<file path="src/itdw_pkg.sv">
// ----------------------------------------------------------------------------
// itdw_pkg
// Types, constants and helper functions of the decimal display writer.
// ----------------------------------------------------------------------------
package itdw_pkg;

  localparam int QUEUE_DEPTH = 2;

  // Number kinds
  localparam logic [1:0] KIND_U8  = 2'd0;
  localparam logic [1:0] KIND_S8  = 2'd1;
  localparam logic [1:0] KIND_U16 = 2'd2;
  localparam logic [1:0] KIND_S16 = 2'd3;

  // Configuration register indexes
  localparam logic [1:0] CFG_ENABLED     = 2'd0;
  localparam logic [1:0] CFG_BLANK_CODE  = 2'd1;
  localparam logic [1:0] CFG_HYPHEN_CODE = 2'd2;

  localparam logic [7:0] BLANK_CODE_RST  = 8'h0F;
  localparam logic [7:0] HYPHEN_CODE_RST = 8'd10;

  // Reciprocal of ten for 16-bit dividends: q = (x * RECIP) >> 19
  localparam logic [15:0] DIV10_RECIP = 16'hCCCD;

  typedef enum logic [1:0] {
    ST_IDLE,
    ST_BLANK,
    ST_DIGIT
  } state_t;

  // One classified number, handed from the front to the back
  typedef struct packed {
    logic        neg;
    logic [15:0] mag;
    logic [2:0]  len;   // characters to write, hyphen included
    logic [2:0]  del;   // blanked positions right of the number
    logic [3:0]  pos;   // logical position of the rightmost blank or digit
  } desc_t;

  function automatic logic [2:0] kind_max_width(input logic [1:0] kind);
    logic [2:0] w;
    unique case (kind)
      KIND_U8:  w = 3'd3;
      KIND_S8:  w = 3'd4;
      KIND_U16: w = 3'd5;
      KIND_S16: w = 3'd6;
      default:  w = 3'd3;
    endcase
    return w;
  endfunction

  // Number of decimal digits, at least one
  function automatic logic [2:0] mag_digits(input logic [15:0] m);
    logic [2:0] d;
    if (m < 16'd10) begin
      d = 3'd1;
    end else if (m < 16'd100) begin
      d = 3'd2;
    end else if (m < 16'd1000) begin
      d = 3'd3;
    end else if (m < 16'd10000) begin
      d = 3'd4;
    end else begin
      d = 3'd5;
    end
    return d;
  endfunction

  // Logical position to driver digit register
  function automatic logic [3:0] remap_position(input logic [3:0] p);
    logic [3:0] r;
    if (p > 4'd7) begin
      r = 4'd4;
    end else if (p <= 4'd3) begin
      r = p + 4'd5;
    end else begin
      r = p - 4'd3;
    end
    return r;
  endfunction

endpackage

</file>
<file path="src/itdw_front.sv">
// ----------------------------------------------------------------------------
// itdw_front
// Accepts numbers, takes sign and magnitude, sizes the field and queues a
// descriptor for the back end.
// ----------------------------------------------------------------------------
module itdw_front (
  input  logic                enabled,
  input  logic                in_valid,
  output logic                in_stall,
  input  logic [1:0]          in_kind,
  input  logic signed [16:0]  in_value,
  input  logic [2:0]          in_start_position,
  input  logic [3:0]          in_field_width,
  input  logic                q_full,
  output logic                q_push,
  output itdw_pkg::desc_t     q_desc
);

  logic [15:0] bits;
  logic        sign;
  logic        neg;
  logic [15:0] mag;
  logic [2:0]  max_w;
  logic [2:0]  len_c;
  logic [2:0]  len_k;
  logic [2:0]  digits;
  logic [2:0]  digits_p1;
  logic [2:0]  len_f;

  assign in_stall = q_full;
  // Accept while disabled too, but drop the number.
  assign q_push   = in_valid && !q_full && enabled;

  always_comb begin
    bits  = in_kind[1] ? in_value[15:0] : {8'd0, in_value[7:0]};
    sign  = in_kind[1] ? bits[15] : bits[7];
    neg   = in_kind[0] && sign;
    if (!neg) begin
      mag = bits;
    end else if (in_kind[1]) begin
      mag = ~bits + 16'd1;
    end else begin
      mag = {8'd0, ~bits[7:0] + 8'd1};
    end

    max_w = itdw_pkg::kind_max_width(in_kind);
    if (in_field_width > {1'b0, max_w}) begin
      len_c = max_w;
    end else if (in_field_width == 4'd0) begin
      len_c = 3'd1;
    end else begin
      len_c = in_field_width[2:0];
    end

    // Positive signed16 never uses the sixth position
    if (!neg && in_kind == itdw_pkg::KIND_S16 && len_c == 3'd6) begin
      len_k = 3'd5;
    end else begin
      len_k = len_c;
    end

    digits    = itdw_pkg::mag_digits(mag);
    digits_p1 = digits + 3'd1;
    if (neg) begin
      // Negative fields shrink only while three or more positions remain
      if (len_k < 3'd3) begin
        len_f = len_k;
      end else if (digits_p1 < len_k) begin
        len_f = digits_p1;
      end else begin
        len_f = len_k;
      end
    end else begin
      len_f = (digits < len_k) ? digits : len_k;
    end

    q_desc.neg = neg;
    q_desc.mag = mag;
    q_desc.len = len_f;
    q_desc.del = len_k - len_f;
    q_desc.pos = {1'b0, in_start_position} + {1'b0, len_k} - 4'd1;
  end

endmodule

</file>
<file path="src/itdw_queue.sv">
// ----------------------------------------------------------------------------
// itdw_queue
// Small descriptor FIFO between the front and the back end.
// ----------------------------------------------------------------------------
module itdw_queue #(
  parameter int DEPTH = itdw_pkg::QUEUE_DEPTH
) (
  input  logic             clk,
  input  logic             rst_n,
  input  logic             push,
  input  itdw_pkg::desc_t  push_desc,
  output logic             full,
  input  logic             pop,
  output logic             empty,
  output itdw_pkg::desc_t  head
);

  localparam int PTR_W = (DEPTH > 1) ? $clog2(DEPTH) : 1;
  localparam int CNT_W = $clog2(DEPTH + 1);
  localparam logic [PTR_W-1:0] LAST_PTR = PTR_W'(DEPTH - 1);
  localparam logic [CNT_W-1:0] FULL_CNT = CNT_W'(DEPTH);

  itdw_pkg::desc_t  mem_r [DEPTH];
  logic [PTR_W-1:0] wr_ptr_r;
  logic [PTR_W-1:0] wr_ptr_nxt;
  logic [PTR_W-1:0] rd_ptr_r;
  logic [PTR_W-1:0] rd_ptr_nxt;
  logic [CNT_W-1:0] count_r;
  logic [CNT_W-1:0] count_nxt;

  assign full  = (count_r == FULL_CNT);
  assign empty = (count_r == '0);
  assign head  = mem_r[rd_ptr_r];

  always_comb begin
    wr_ptr_nxt = wr_ptr_r;
    rd_ptr_nxt = rd_ptr_r;
    count_nxt  = count_r;
    if (push) begin
      wr_ptr_nxt = (wr_ptr_r == LAST_PTR) ? '0 : wr_ptr_r + 1'b1;
    end
    if (pop) begin
      rd_ptr_nxt = (rd_ptr_r == LAST_PTR) ? '0 : rd_ptr_r + 1'b1;
    end
    if (push && !pop) begin
      count_nxt = count_r + 1'b1;
    end else if (pop && !push) begin
      count_nxt = count_r - 1'b1;
    end
  end

  always_ff @(posedge clk) begin
    if (!rst_n) begin
      wr_ptr_r <= '0;
      rd_ptr_r <= '0;
      count_r  <= '0;
    end else begin
      wr_ptr_r <= wr_ptr_nxt;
      rd_ptr_r <= rd_ptr_nxt;
      count_r  <= count_nxt;
    end
  end

  always_ff @(posedge clk) begin
    if (push) begin
      mem_r[wr_ptr_r] <= push_desc;
    end
  end

endmodule

</file>
<file path="src/itdw_back.sv">
// ----------------------------------------------------------------------------
// itdw_back
// Command sequencer: blanks the freed positions, then writes digits, least
// significant first, into an output register, one per cycle unless stalled.
// ----------------------------------------------------------------------------
module itdw_back (
  input  logic             clk,
  input  logic             rst_n,
  input  logic [7:0]       blank_code,
  input  logic [7:0]       hyphen_code,
  input  logic             q_empty,
  input  itdw_pkg::desc_t  q_head,
  output logic             q_pop,
  output logic             out_valid,
  input  logic             out_stall,
  output logic [3:0]       out_digit_register,
  output logic [7:0]       out_data_code,
  output logic             out_last
);

  itdw_pkg::state_t state_r, state_nxt;
  logic        neg_r, neg_nxt;
  logic [15:0] mag_r, mag_nxt;
  logic [2:0]  len_r, len_nxt;
  logic [2:0]  del_r, del_nxt;
  logic [3:0]  pos_r, pos_nxt;
  logic        out_valid_r, out_valid_nxt;
  logic [3:0]  out_reg_r, out_reg_nxt;
  logic [7:0]  out_code_r, out_code_nxt;
  logic        out_last_r, out_last_nxt;

  logic        can_emit;
  logic [31:0] prod;
  logic [15:0] quot;
  logic [15:0] rem_w;

  // Divide by ten through the reciprocal; exact for all 16-bit values
  assign prod  = 32'(mag_r) * 32'(itdw_pkg::DIV10_RECIP);
  assign quot  = {3'd0, prod[31:19]};
  assign rem_w = mag_r - (quot << 3) - (quot << 1);

  assign can_emit = !out_valid_r || !out_stall;

  always_comb begin
    state_nxt     = state_r;
    neg_nxt       = neg_r;
    mag_nxt       = mag_r;
    len_nxt       = len_r;
    del_nxt       = del_r;
    pos_nxt       = pos_r;
    out_valid_nxt = out_valid_r && out_stall;
    out_reg_nxt   = out_reg_r;
    out_code_nxt  = out_code_r;
    out_last_nxt  = out_last_r;
    q_pop         = 1'b0;
    unique case (state_r)
      itdw_pkg::ST_IDLE: begin
        if (!q_empty) begin
          q_pop     = 1'b1;
          neg_nxt   = q_head.neg;
          mag_nxt   = q_head.mag;
          len_nxt   = q_head.len;
          del_nxt   = q_head.del;
          pos_nxt   = q_head.pos;
          state_nxt = (q_head.del != 3'd0) ? itdw_pkg::ST_BLANK : itdw_pkg::ST_DIGIT;
        end
      end
      itdw_pkg::ST_BLANK: begin
        if (can_emit) begin
          out_valid_nxt = 1'b1;
          out_reg_nxt   = itdw_pkg::remap_position(pos_r);
          out_code_nxt  = blank_code;
          out_last_nxt  = 1'b0;
          pos_nxt       = pos_r - 4'd1;
          del_nxt       = del_r - 3'd1;
          if (del_r == 3'd1) begin
            state_nxt = itdw_pkg::ST_DIGIT;
          end
        end
      end
      itdw_pkg::ST_DIGIT: begin
        if (can_emit) begin
          out_valid_nxt = 1'b1;
          out_reg_nxt   = itdw_pkg::remap_position(pos_r);
          // Hyphen takes the leftmost place of a negative number
          out_code_nxt  = (neg_r && len_r == 3'd1) ? hyphen_code : {4'd0, rem_w[3:0]};
          out_last_nxt  = (len_r == 3'd1);
          mag_nxt       = quot;
          pos_nxt       = (pos_r != 4'd0) ? pos_r - 4'd1 : 4'd0;
          len_nxt       = len_r - 3'd1;
          if (len_r == 3'd1) begin
            state_nxt = itdw_pkg::ST_IDLE;
          end
        end
      end
      default: begin
        state_nxt = itdw_pkg::ST_IDLE;
      end
    endcase
  end

  always_ff @(posedge clk) begin
    if (!rst_n) begin
      state_r     <= itdw_pkg::ST_IDLE;
      out_valid_r <= 1'b0;
    end else begin
      state_r     <= state_nxt;
      out_valid_r <= out_valid_nxt;
    end
  end

  always_ff @(posedge clk) begin
    neg_r      <= neg_nxt;
    mag_r      <= mag_nxt;
    len_r      <= len_nxt;
    del_r      <= del_nxt;
    pos_r      <= pos_nxt;
    out_reg_r  <= out_reg_nxt;
    out_code_r <= out_code_nxt;
    out_last_r <= out_last_nxt;
  end

  assign out_valid          = out_valid_r;
  assign out_digit_register = out_reg_r;
  assign out_data_code      = out_code_r;
  assign out_last           = out_last_r;

endmodule

</file>
<file path="src/int_to_digit_display_writer_core.sv">
// A number passes the descriptor queue and the sequencer's load state before
//   its first command word is registered; then one command word per cycle
//   while out_stall is low, one for each blank and each character.
// A descriptor queue of QUEUE_DEPTH entries lets the front keep accepting until it fills.
// Reset (rst_n low, synchronous): queue and sequencer empty, output invalid,
//   enabled = 0, blank_code = 15, hyphen_code = 10.
// ----------------------------------------------------------------------------
// int_to_digit_display_writer_core
// Formats integers as decimal command words for a code-B digit display driver.
// ----------------------------------------------------------------------------
module int_to_digit_display_writer_core #(
  parameter int QUEUE_DEPTH = itdw_pkg::QUEUE_DEPTH
) (
  input  logic               clk,
  input  logic               rst_n,
  input  logic               cfg_we,
  input  logic [1:0]         cfg_index,
  input  logic [7:0]         cfg_data,
  input  logic               in_valid,
  output logic               in_stall,
  input  logic [1:0]         in_kind,
  input  logic signed [16:0] in_value,
  input  logic [2:0]         in_start_position,
  input  logic [3:0]         in_field_width,
  output logic               out_valid,
  input  logic               out_stall,
  output logic [3:0]         out_digit_register,
  output logic [7:0]         out_data_code,
  output logic               out_last
);

  logic            enabled_r;
  logic [7:0]      blank_code_r;
  logic [7:0]      hyphen_code_r;
  logic            q_push;
  logic            q_pop;
  logic            q_full;
  logic            q_empty;
  itdw_pkg::desc_t q_desc;
  itdw_pkg::desc_t q_head;

  always_ff @(posedge clk) begin
    if (!rst_n) begin
      enabled_r     <= 1'b0;
      blank_code_r  <= itdw_pkg::BLANK_CODE_RST;
      hyphen_code_r <= itdw_pkg::HYPHEN_CODE_RST;
    end else if (cfg_we) begin
      unique case (cfg_index)
        itdw_pkg::CFG_ENABLED:     enabled_r     <= cfg_data[0];
        itdw_pkg::CFG_BLANK_CODE:  blank_code_r  <= cfg_data;
        itdw_pkg::CFG_HYPHEN_CODE: hyphen_code_r <= cfg_data;
        default: ;
      endcase
    end
  end

  itdw_front u_front (
    .enabled           (enabled_r),
    .in_valid          (in_valid),
    .in_stall          (in_stall),
    .in_kind           (in_kind),
    .in_value          (in_value),
    .in_start_position (in_start_position),
    .in_field_width    (in_field_width),
    .q_full            (q_full),
    .q_push            (q_push),
    .q_desc            (q_desc)
  );

  itdw_queue #(
    .DEPTH (QUEUE_DEPTH)
  ) u_queue (
    .clk       (clk),
    .rst_n     (rst_n),
    .push      (q_push),
    .push_desc (q_desc),
    .full      (q_full),
    .pop       (q_pop),
    .empty     (q_empty),
    .head      (q_head)
  );

  itdw_back u_back (
    .clk                (clk),
    .rst_n              (rst_n),
    .blank_code         (blank_code_r),
    .hyphen_code        (hyphen_code_r),
    .q_empty            (q_empty),
    .q_head             (q_head),
    .q_pop              (q_pop),
    .out_valid          (out_valid),
    .out_stall          (out_stall),
    .out_digit_register (out_digit_register),
    .out_data_code      (out_data_code),
    .out_last           (out_last)
  );

endmodule

</file>
<file path="config.mk">
export PLATFORM = sky130hd
export DESIGN_NAME = int_to_digit_display_writer_core
export DESIGN_NICKNAME = d
export VERILOG_FILES = /design/src/itdw_pkg.sv /design/src/itdw_front.sv /design/src/itdw_queue.sv /design/src/itdw_back.sv /design/src/int_to_digit_display_writer_core.sv
export SDC_FILE = /design/constraint.sdc
export NUM_CORES = 1
export LEC_CHECK = 0
export BUFFER_PORTS_ARGS = -buffer_cell sky130_fd_sc_hd__buf_4
export CORE_UTILIZATION = 60
export DETAILED_ROUTE_END_ITERATION = 10
export PLACE_DENSITY_LB_ADDON = 0.15
export SLEW_MARGIN = 40
export SYNTH_ARGS = -nofsm -noshare
export SYNTH_HDL_FRONTEND = slang
export SYNTH_SLANG_ARGS = --single-unit
</file>
<file path="constraint.sdc">
create_clock -name clk -period 18.8 [get_ports clk]
set_clock_uncertainty 0.1 [all_clocks]
set_input_delay 0 -clock clk [delete_from_list [all_inputs] [get_ports clk]]
set_output_delay 0 -clock clk [all_outputs]
set_load 0.1 [all_outputs]
</file>
==> results of run 1 <==
[stage by stage]
stage | hold slack [ns] | cell area (µm²) | instances | util | setup slack (ns)
4_1_cts | 0.0245 | 12500 | 1368 | 0.714 | 12.01
2_1_floorplan | -0.00113 | 10900 | 1041 | - | 12.75
5_1_grt | 0.0604 | 12500 | 1368 | 0.714 | 11.71
6_report | 0.0429 | 12500 | 1368 | 0.714 | 12.06
3_3_place_gp | 0.122 | 11500 | 1296 | 0.657 | 12.04
3_5_place_dp | 0.122 | 11500 | 1296 | 0.658 | 12.04
[per-layer routing]
metal	track usage	share of wire	vias to the layer above
met4	0.0753	0.018	0
li1	-	-	3701
met2	0.452	0.51	130
met1	0.319	0.44	3609
met5	0	0	-
met3	0.0378	0.029	22
[repair_timing]
item,CTS,global route
hold endpoints to repair,58,0
hold buffers,40,0
setup endpoints to repair,0,0
[final cells by class]
cell class	count	area [µm²]
Sequential cell	119	3320
Timing Repair Buffer	98	836
Clock inverter	13	115
Clock buffer	19	464
Fill cell	1324	5010
Tap cell	225	282
Inverter	201	754
Multi-Input combinational cell	693	6700
[worst max-delay path, cell delays in order (launching register included)]
cell and delay, ns:
edfxtp_1 0.55, ha_1 0.45, inv_1 0.09, fa_1 0.54
inv_1 0.07, fa_1 0.52, fa_1 0.54, fa_1 0.55
inv_1 0.05, fa_1 0.52, inv_1 0.04, ha_1 0.28
nand3_1 0.16, nor3_1 0.21, o221ai_1 0.15, o21ba_2 0.27
o31ai_1 0.43, a41oi_1 0.31, o211a_1 0.34, xnor2_1 0.13
a21o_1 0.18
[cells in the final DEF, fill, tap and decap left out, drive strengths merged, types with 6 or more instances in the layout]
| cell | count |
|---|---|
| inv | 206 |
| ha | 164 |
| edfxtp | 94 |
| fa | 82 |
| nand2 | 58 |
| buf | 58 |
| nor2 | 42 |
| mux2i | 41 |
| dlygate4sd3 | 40 |
| o21ai | 38 |
| a21oi | 30 |
| dfxtp | 25 |
| xnor2 | 24 |
| nor2b | 22 |
| clkbuf | 19 |
| xor2 | 17 |
| a211oi | 13 |
| nor3 | 12 |
| nand3 | 11 |
| and2 | 10 |
| nand2b | 9 |
| and3 | 8 |
| a21boi | 7 |
| o22ai | 7 |
| a21o | 7 |
| mux2 | 7 |
| clkinv | 7 |
| o21bai | 6 |
| or3 | 6 |
| o211ai | 6 |
[worst paths after layout]
| path | from | end | slack, ns | cells after the start |
|---|---|---|---|---|
| worst max-delay path | u_back.mag_r[3] | u_back.mag_r[11] | 12.06 | 20 |
| worst min register to register | blank_code_r[5] | blank_code_r[5] | 0.36 | 2 |
| worst max register to register | u_back.mag_r[3] | u_back.mag_r[11] | 12.06 | 20 |
| worst min-delay path | in_valid | u_queue.wr_ptr_r | 0.04 | 5 |
[logic make-up (layout without fill, tap and decap cells)]
logic type / after synthesis / after routing / share of synthesized area
XOR/XNOR: 41 / 41 / 0.0331
multiplexers: 48 / 48 / 0.0454
flip-flops: 119 / 119 / 0.306
AND/OR/NAND/NOR: 205 / 205 / 0.0980
adder cells (fa/ha/maj): 246 / 246 / 0.340
AO/OA/AOI/OAI: 153 / 153 / 0.0973
buffers and inverters: 229 / 331 / 0.0803
[sequential cells by signal (all words and copies together) (netlist names), named ones only]
| name | flops |
|---|---|
| u_queue.mem_r | 54 |
| u_back.mag_r | 16 |
| blank_code_r | 8 |
| hyphen_code_r | 8 |
| u_back.out_data_code | 8 |
| u_back.out_digit_register | 4 |
| u_back.pos_r | 4 |
| u_back.del_r | 3 |
| u_back.len_r | 3 |
| u_back.state_r | 2 |
| u_queue.count_r | 2 |
| enabled_r | 1 |
| u_back.neg_r | 1 |
| u_back.out_last | 1 |
| u_back.out_valid | 1 |
| u_queue.rd_ptr_r | 1 |
| u_queue.wr_ptr_r | 1 |
==> key figures, run 1 <==
Routing
  – Drt pass-1 iters: 5
  – Final WL: 21.7 mm
  – DR vias/cell: 5.45
  – Initial DRC Count: 353
  – Post-DRT Antenna Nets: 0
  – DR vias: 7462
  – Drt wl/cell: ~16 µm
  – # DRC: 0

Clocking
  – CTS resizes: 0
  – Worst-skew pair later-pin latency: 0.41 ns
  – Bufs on Longest Clock Path: 2
  – Clk slew on worst S/H paths: 0.06 ns
  – H-tree Lvls: 4
  – Clk sinks: ~120
  – Postcts setup bufs: 0
  – Cts bufs inserted: 17
  – CTS root buf: clkbuf_16
  – CTS tree: built

STA
  – Fin Setup TNS: 0 ns
  – # setup viols final: 0
  – Fin crit share: 0.359
  – F_max: approximately 0.15 GHz
  – Final Hold Vio Count: 0
  – RSZ-0062 raised after global routing: no
  – Headroom to the max-slew limit: 0.527
  – Minimum clock period: 6.74 ns
  – Worst Tran Pin Value: 0.691 ns
  – Pins Over Slew Limit: 0

Hold path
  – Hold Crit Class: primary input to register

Placed design
  – Placer Congestion: 0.911
  – Dpl hpwl: around 17 mm
  – Port Buffers: between 50 and 60

Logic synthesis
  – Top post-synthesis cells by area: edfxtp_1 26%, ha_1 19%, fa_1 15%, inv_1 6.9%, dfxtp_1 4.6%
  – Ys async rst share: 0
  – Mapped Cells: 1041
  – Yosys reg bits: approximately 120
  – Area leader, netlist: edfxtp_1
  – Yosys top cell area share: 0.260
  – Synth warnings: 0
  – Post-synthesis net count: about 1300
  – Most numerous cell in the Yosys netlist: inv_1
  – Avg Cell Area, Syn: 10.4 µm²
  – Mapped Area: around 11000 µm²
  – Most used DFF post-synth: edfxtp_1
  – Seq/Total Area, Yosys: 0.306
  – Number of flops mapped to enable cells by yosys: 94
  – Commonest cells in the synthesized netlist: 200 x inv_1, 164 x ha_1, 94 x edfxtp_1, 82 x fa_1, 58 x nand2_1
  – Count of different cell masters after synthesis: 79

Cells and area
  – Layout Nets: 1417
  – Layout area overhead: 14.8%
  – Number of antenna diodes: 0
  – Share of cells above drive strength 1: 0.109

GRT
  – First-pass GRT wire length: 36.3 mm
  – Vias in the first global route: 7547
  – Tot GR Track Use: 0.254
  – Initial antenna violation count: 0
  – Largest net degree at the start of global routing: 58
  – Gr ovfl total: 0

Worst setup path
  – Maximum net fanout on the critical path: 6
  – Signal arrival time at the worst endpoint: a little under 7 ns
  – Crit start category: register
  – Critical path class: register to register
  – Crit end category: register
  – Critical path required time: 18.86 ns

Floorplanning
  – Die Y: 137 µm
  – Die area: between 15000 and 20000 µm²
  – Initial Util: 0.622
  – I/O pins: 56
  – Width of the die: 137 µm
  – Core ar.: 17500 µm²
  – FP Rows: between 40 and 50

Outcome
  – Run status: complete, no violations

Run
  – Max_cap viols: 0
Power of run 1 is left out: the tool's default activity adds up to more than one toggle a clock period on the data nets, which glitch-free logic cannot reach.
==> run 2: changes to the inputs <==
--- a/config.mk
+++ b/config.mk
@@ -5,6 +5,7 @@
 export SDC_FILE = /design/constraint.sdc
 export NUM_CORES = 1
 export LEC_CHECK = 0
+export ABC_AREA = 1
 export BUFFER_PORTS_ARGS = -buffer_cell sky130_fd_sc_hd__buf_4
 export CORE_UTILIZATION = 60
 export DETAILED_ROUTE_END_ITERATION = 10
==> constraint.sdc (replaced) <==
create_clock -name clk -period 6.3 [get_ports clk]
set_clock_uncertainty 0.1 [all_clocks]
set_input_delay 0 -clock clk [delete_from_list [all_inputs] [get_ports clk]]
set_output_delay 0 -clock clk [all_outputs]
set_load 0.1 [all_outputs]
==> key figures, run 2 <==
Outcome
  – Run status: complete, no violations

Logic synthesis
  – Mapped Cells: 1218 (+17%)
  – Area leader, netlist: edfxtp_1
  – Yosys top cell area share: 0.257 (-0.00281)
  – Count of different cell masters after synthesis: 48 (-39%)
  – Post-Synth Adder-Cell Area: 0.336 (-0.00368)
  – Number of flops mapped to enable cells by yosys: 94 (unchanged)
  – Mapped Area: 11000 µm² (+1.1%)
  – Synth Area in Compound Gates: 0.0903 (-0.00698)
  – Avg Cell Area, Syn: 9.02 µm² (-14%)
  – Ys async rst share: 0 (unchanged)
  – XOR/XNOR Fraction of Synth Area: 0.0175 (-0.0155)
  – Top post-synthesis cells by area: edfxtp_1 26%, ha_1 19%, fa_1 15%, inv_1 8.6%, nand2_1 5.5%
  – Most used DFF post-synth: edfxtp_1
  – Commonest cells in the synthesized netlist: 253 x inv_1, 164 x ha_1, 160 x nand2_1, 99 x nor2_1, 94 x edfxtp_1
  – Mux contribution to synthesized area: 0.00456 (-0.0408)
  – Yosys reg bits: 119 (unchanged)
  – Most numerous cell in the Yosys netlist: inv_1
  – Largest family of logic cells by synthesized area: adder cells
  – Simple logic cell fraction of the synthesized area: 0.152 (+0.0539)
  – Post-synthesis net count: 1505 (+13%)
  – Seq/Total Area, Yosys: 0.303 (-0.00331)
  – Synth warnings: 0 (unchanged)

Floorplanning
  – Die Y: 137 µm (+0.54%)
  – Core ar.: 18000 µm² (+2.8%)
  – Die area: 18800 µm² (+1.1%)
  – Initial Util: 0.611 (-0.0102)
  – I/O pins: 56 (unchanged)
  – FP Rows: 49 (+2.1%)
  – Width of the die: 137 µm (+0.54%)

Worst setup path
  – Signal arrival time at the worst endpoint: 6.11 ns (-0.69 ns)
  – Critical path class: register to register
  – Most frequent CP cell: nand2_1
  – Top delay family on crit path: adder cells
  – Cell depth of the worst setup path: 26 (+30%)
  – Maximum net fanout on the critical path: 5 (-1)
  – Worst Path Buf+Inv: 4 (unchanged)
  – R2r worst-path depth: 26 (+30%)
  – Worst path slowest cell: fa_1
  – Crit end category: register
  – Max incr delay on CP: 0.56 ns (about the same)
  – Crit start category: register
  – Critical path required time: 6.37 ns (-12.49 ns)

Cells and area
  – Max reg flops: 54 (unchanged)
  – FF/Latch Area: 3320 µm² (unchanged)
  – Layout Nets: 1620 (+14%)
  – Commonest non-fill, non-tap cell in the layout: inv_1
  – # fillers: 1366 (+3.2%)
  – Share of cells above drive strength 1: 0.114 (+0.00431)
  – Most frequent cells in the layout: 253 x inv_1, 161 x ha_1, 158 x nand2_1
  – Fin cells: 1575 (+15%)
  – Layout area overhead: 16.3%
  – Multi-input gate area: 6660 µm² (-0.50%)
  – Reg with most FFs: u_queue.mem_r
  – Biggest regs: u_queue.mem_r (54), u_back.mag_r (16)
  – Number of antenna diodes: 0 (unchanged)

STA
  – Hold_ws: 0.0273 ns (-0.0156 ns)
  – Worst Tran Pin Value: 0.744 ns (+0.0528 ns)
  – # setup viols final: 0 (unchanged)
  – Fin Setup TNS: 0 ns (unchanged)
  – Pins Over Slew Limit: 0 (unchanged)
  – Minimum clock period: 6.04 ns (-0.706 ns)
  – Setup ws final: 0.264 ns (-11.79 ns)
  – F_max: 0.166 GHz (+12%)
  – Headroom to the max-slew limit: 0.504 (-0.0238)
  – Fin crit share: 0.958 (+0.599)
  – Final Hold Vio Count: 0 (unchanged)

GRT
  – Busiest layer in global routing: met2
  – Initial antenna violation count: 0 (unchanged)
  – GR Layer Usage met1: 0.365 (+0.0457)
  – Gr ovfl total: 0 (unchanged)
  – Tot GR Track Use: 0.286 (+0.0321)
  – Vias in the first global route: 8449 (+12%)
  – GR Util met2: 0.494 (+0.0421)
  – Largest net degree at the start of global routing: 29 (-50%)
  – GR Layer Usage met3: 0.0423 (+0.00453)
  – First-pass GRT wire length: 41.0 mm (+13%)

Clocking
  – Cts bufs inserted: 17 (unchanged)
  – Worst-skew pair later-pin latency: 0.41 ns (about the same)
  – H-tree Lvls: 4 (unchanged)
  – Clk slew on worst S/H paths: 0.06 ns (about the same)
  – CTS tree: built
  – Bufs on Longest Clock Path: 2 (unchanged)
  – Clk sinks: 119 (unchanged)
  – CTS root buf: clkbuf_16

Placed design
  – Pre-CTS setup slack: 0.200 ns (-11.84 ns)
  – Placer Congestion: 0.971 (+6.6%)
  – Port Buffers: 54 (unchanged)
  – Placed Instances: 1497 (+16%)
  – Dpl hpwl: 19.6 mm (+15%)

Routing
  – DR vias/cell: 5.42 (-0.57%)
  – Post-DRT Antenna Nets: 0 (unchanged)
  – Drt wl/cell: 16.0 µm (+0.63%)
  – Initial DRC Count: 502 (+42%)
  – # DRC: 0 (unchanged)
  – DR vias: 8542 (+14%)
  – Drt pass-1 iters: 5 (unchanged)
  – Final WL: 25.2 mm (+16%)

Run
  – Max_cap viols: 0 (unchanged)

Hold path
  – Hold Crit Class: primary input to register
  – WHS Path Cells: 5 (unchanged)
## run 2: cell families after synthesis
family                   Yosys count
AO/OA/AOI/OAI                    183
XOR/XNOR                          22
adder cells (fa/ha/maj)          246
buffers and inverters            275
flip-flops                       119
multiplexers                       5
AND/OR/NAND/NOR                  368
## run 2: worst register-to-register path, cell delays in order, from the launching register on
cell,delay (ns)
edfxtp_1,0.51
ha_1,0.37
inv_1,0.10
fa_1,0.49
inv_1,0.06
fa_1,0.56
fa_1,0.46
fa_1,0.55
inv_1,0.06
fa_1,0.52
inv_1,0.04
ha_1,0.33
nand2_2,0.10
nor4_2,0.31
nand2_1,0.11
nand2_2,0.12
xor2_2,0.16
ha_2,0.21
xnor2_2,0.12
a21o_1,0.12
nand2_1,0.05
nand2_1,0.08
nand2_1,0.05
nand2_1,0.05
nand3_1,0.06
nand2_1,0.06
nand2_1,0.04
## run 2: cell type report
cell class,count,share of cell area
flip-flops and latches,119,0.260
clock buffers,17,0.0333
well taps,229,0.0224
repair buffers,113,0.0736
clock inverters,15,0.0132
inverters,258,0.0758
multi-input cells,824,0.521
## run 2: repair_timing
| action | CTS | global route |
|---|---|---|
| setup buffers | 0 | 9 |
| endpoints found under the hold margin | 57 | 0 |
| hold buffers | 37 | 0 |
| endpoints found under the setup margin | 0 | 2 |
| resized for setup | 0 | 9 |
## run 2: stage by stage
stage	utilization	cell area, µm²
final	0.711	12800
after CTS	0.704	12700
after global routing	0.711	12800
after global placement	0.651	11700
after floorplan	-	11000
after detailed placement	0.651	11700
## run 2: worst paths after layout
kind	from	endpoint	slack [ns]
worst min register to register	u_queue.rd_ptr_r	register	0.35
worst max-delay path	u_back.mag_r[7]	u_back.out_data_code[3]	0.26
worst max register to register	u_back.mag_r[7]	u_back.out_data_code[3]	0.26
worst min-delay path	in_value[3]	u_queue.mem_r[1][15]	0.03
## run 2: per-layer routing
metal	share of wire	routed length, µm
met1	0.42	10700
met2	0.50	12700
met3	0.047	1180
met4	0.025	626
met5	0	0
Power of run 2 is left out for the same reason.
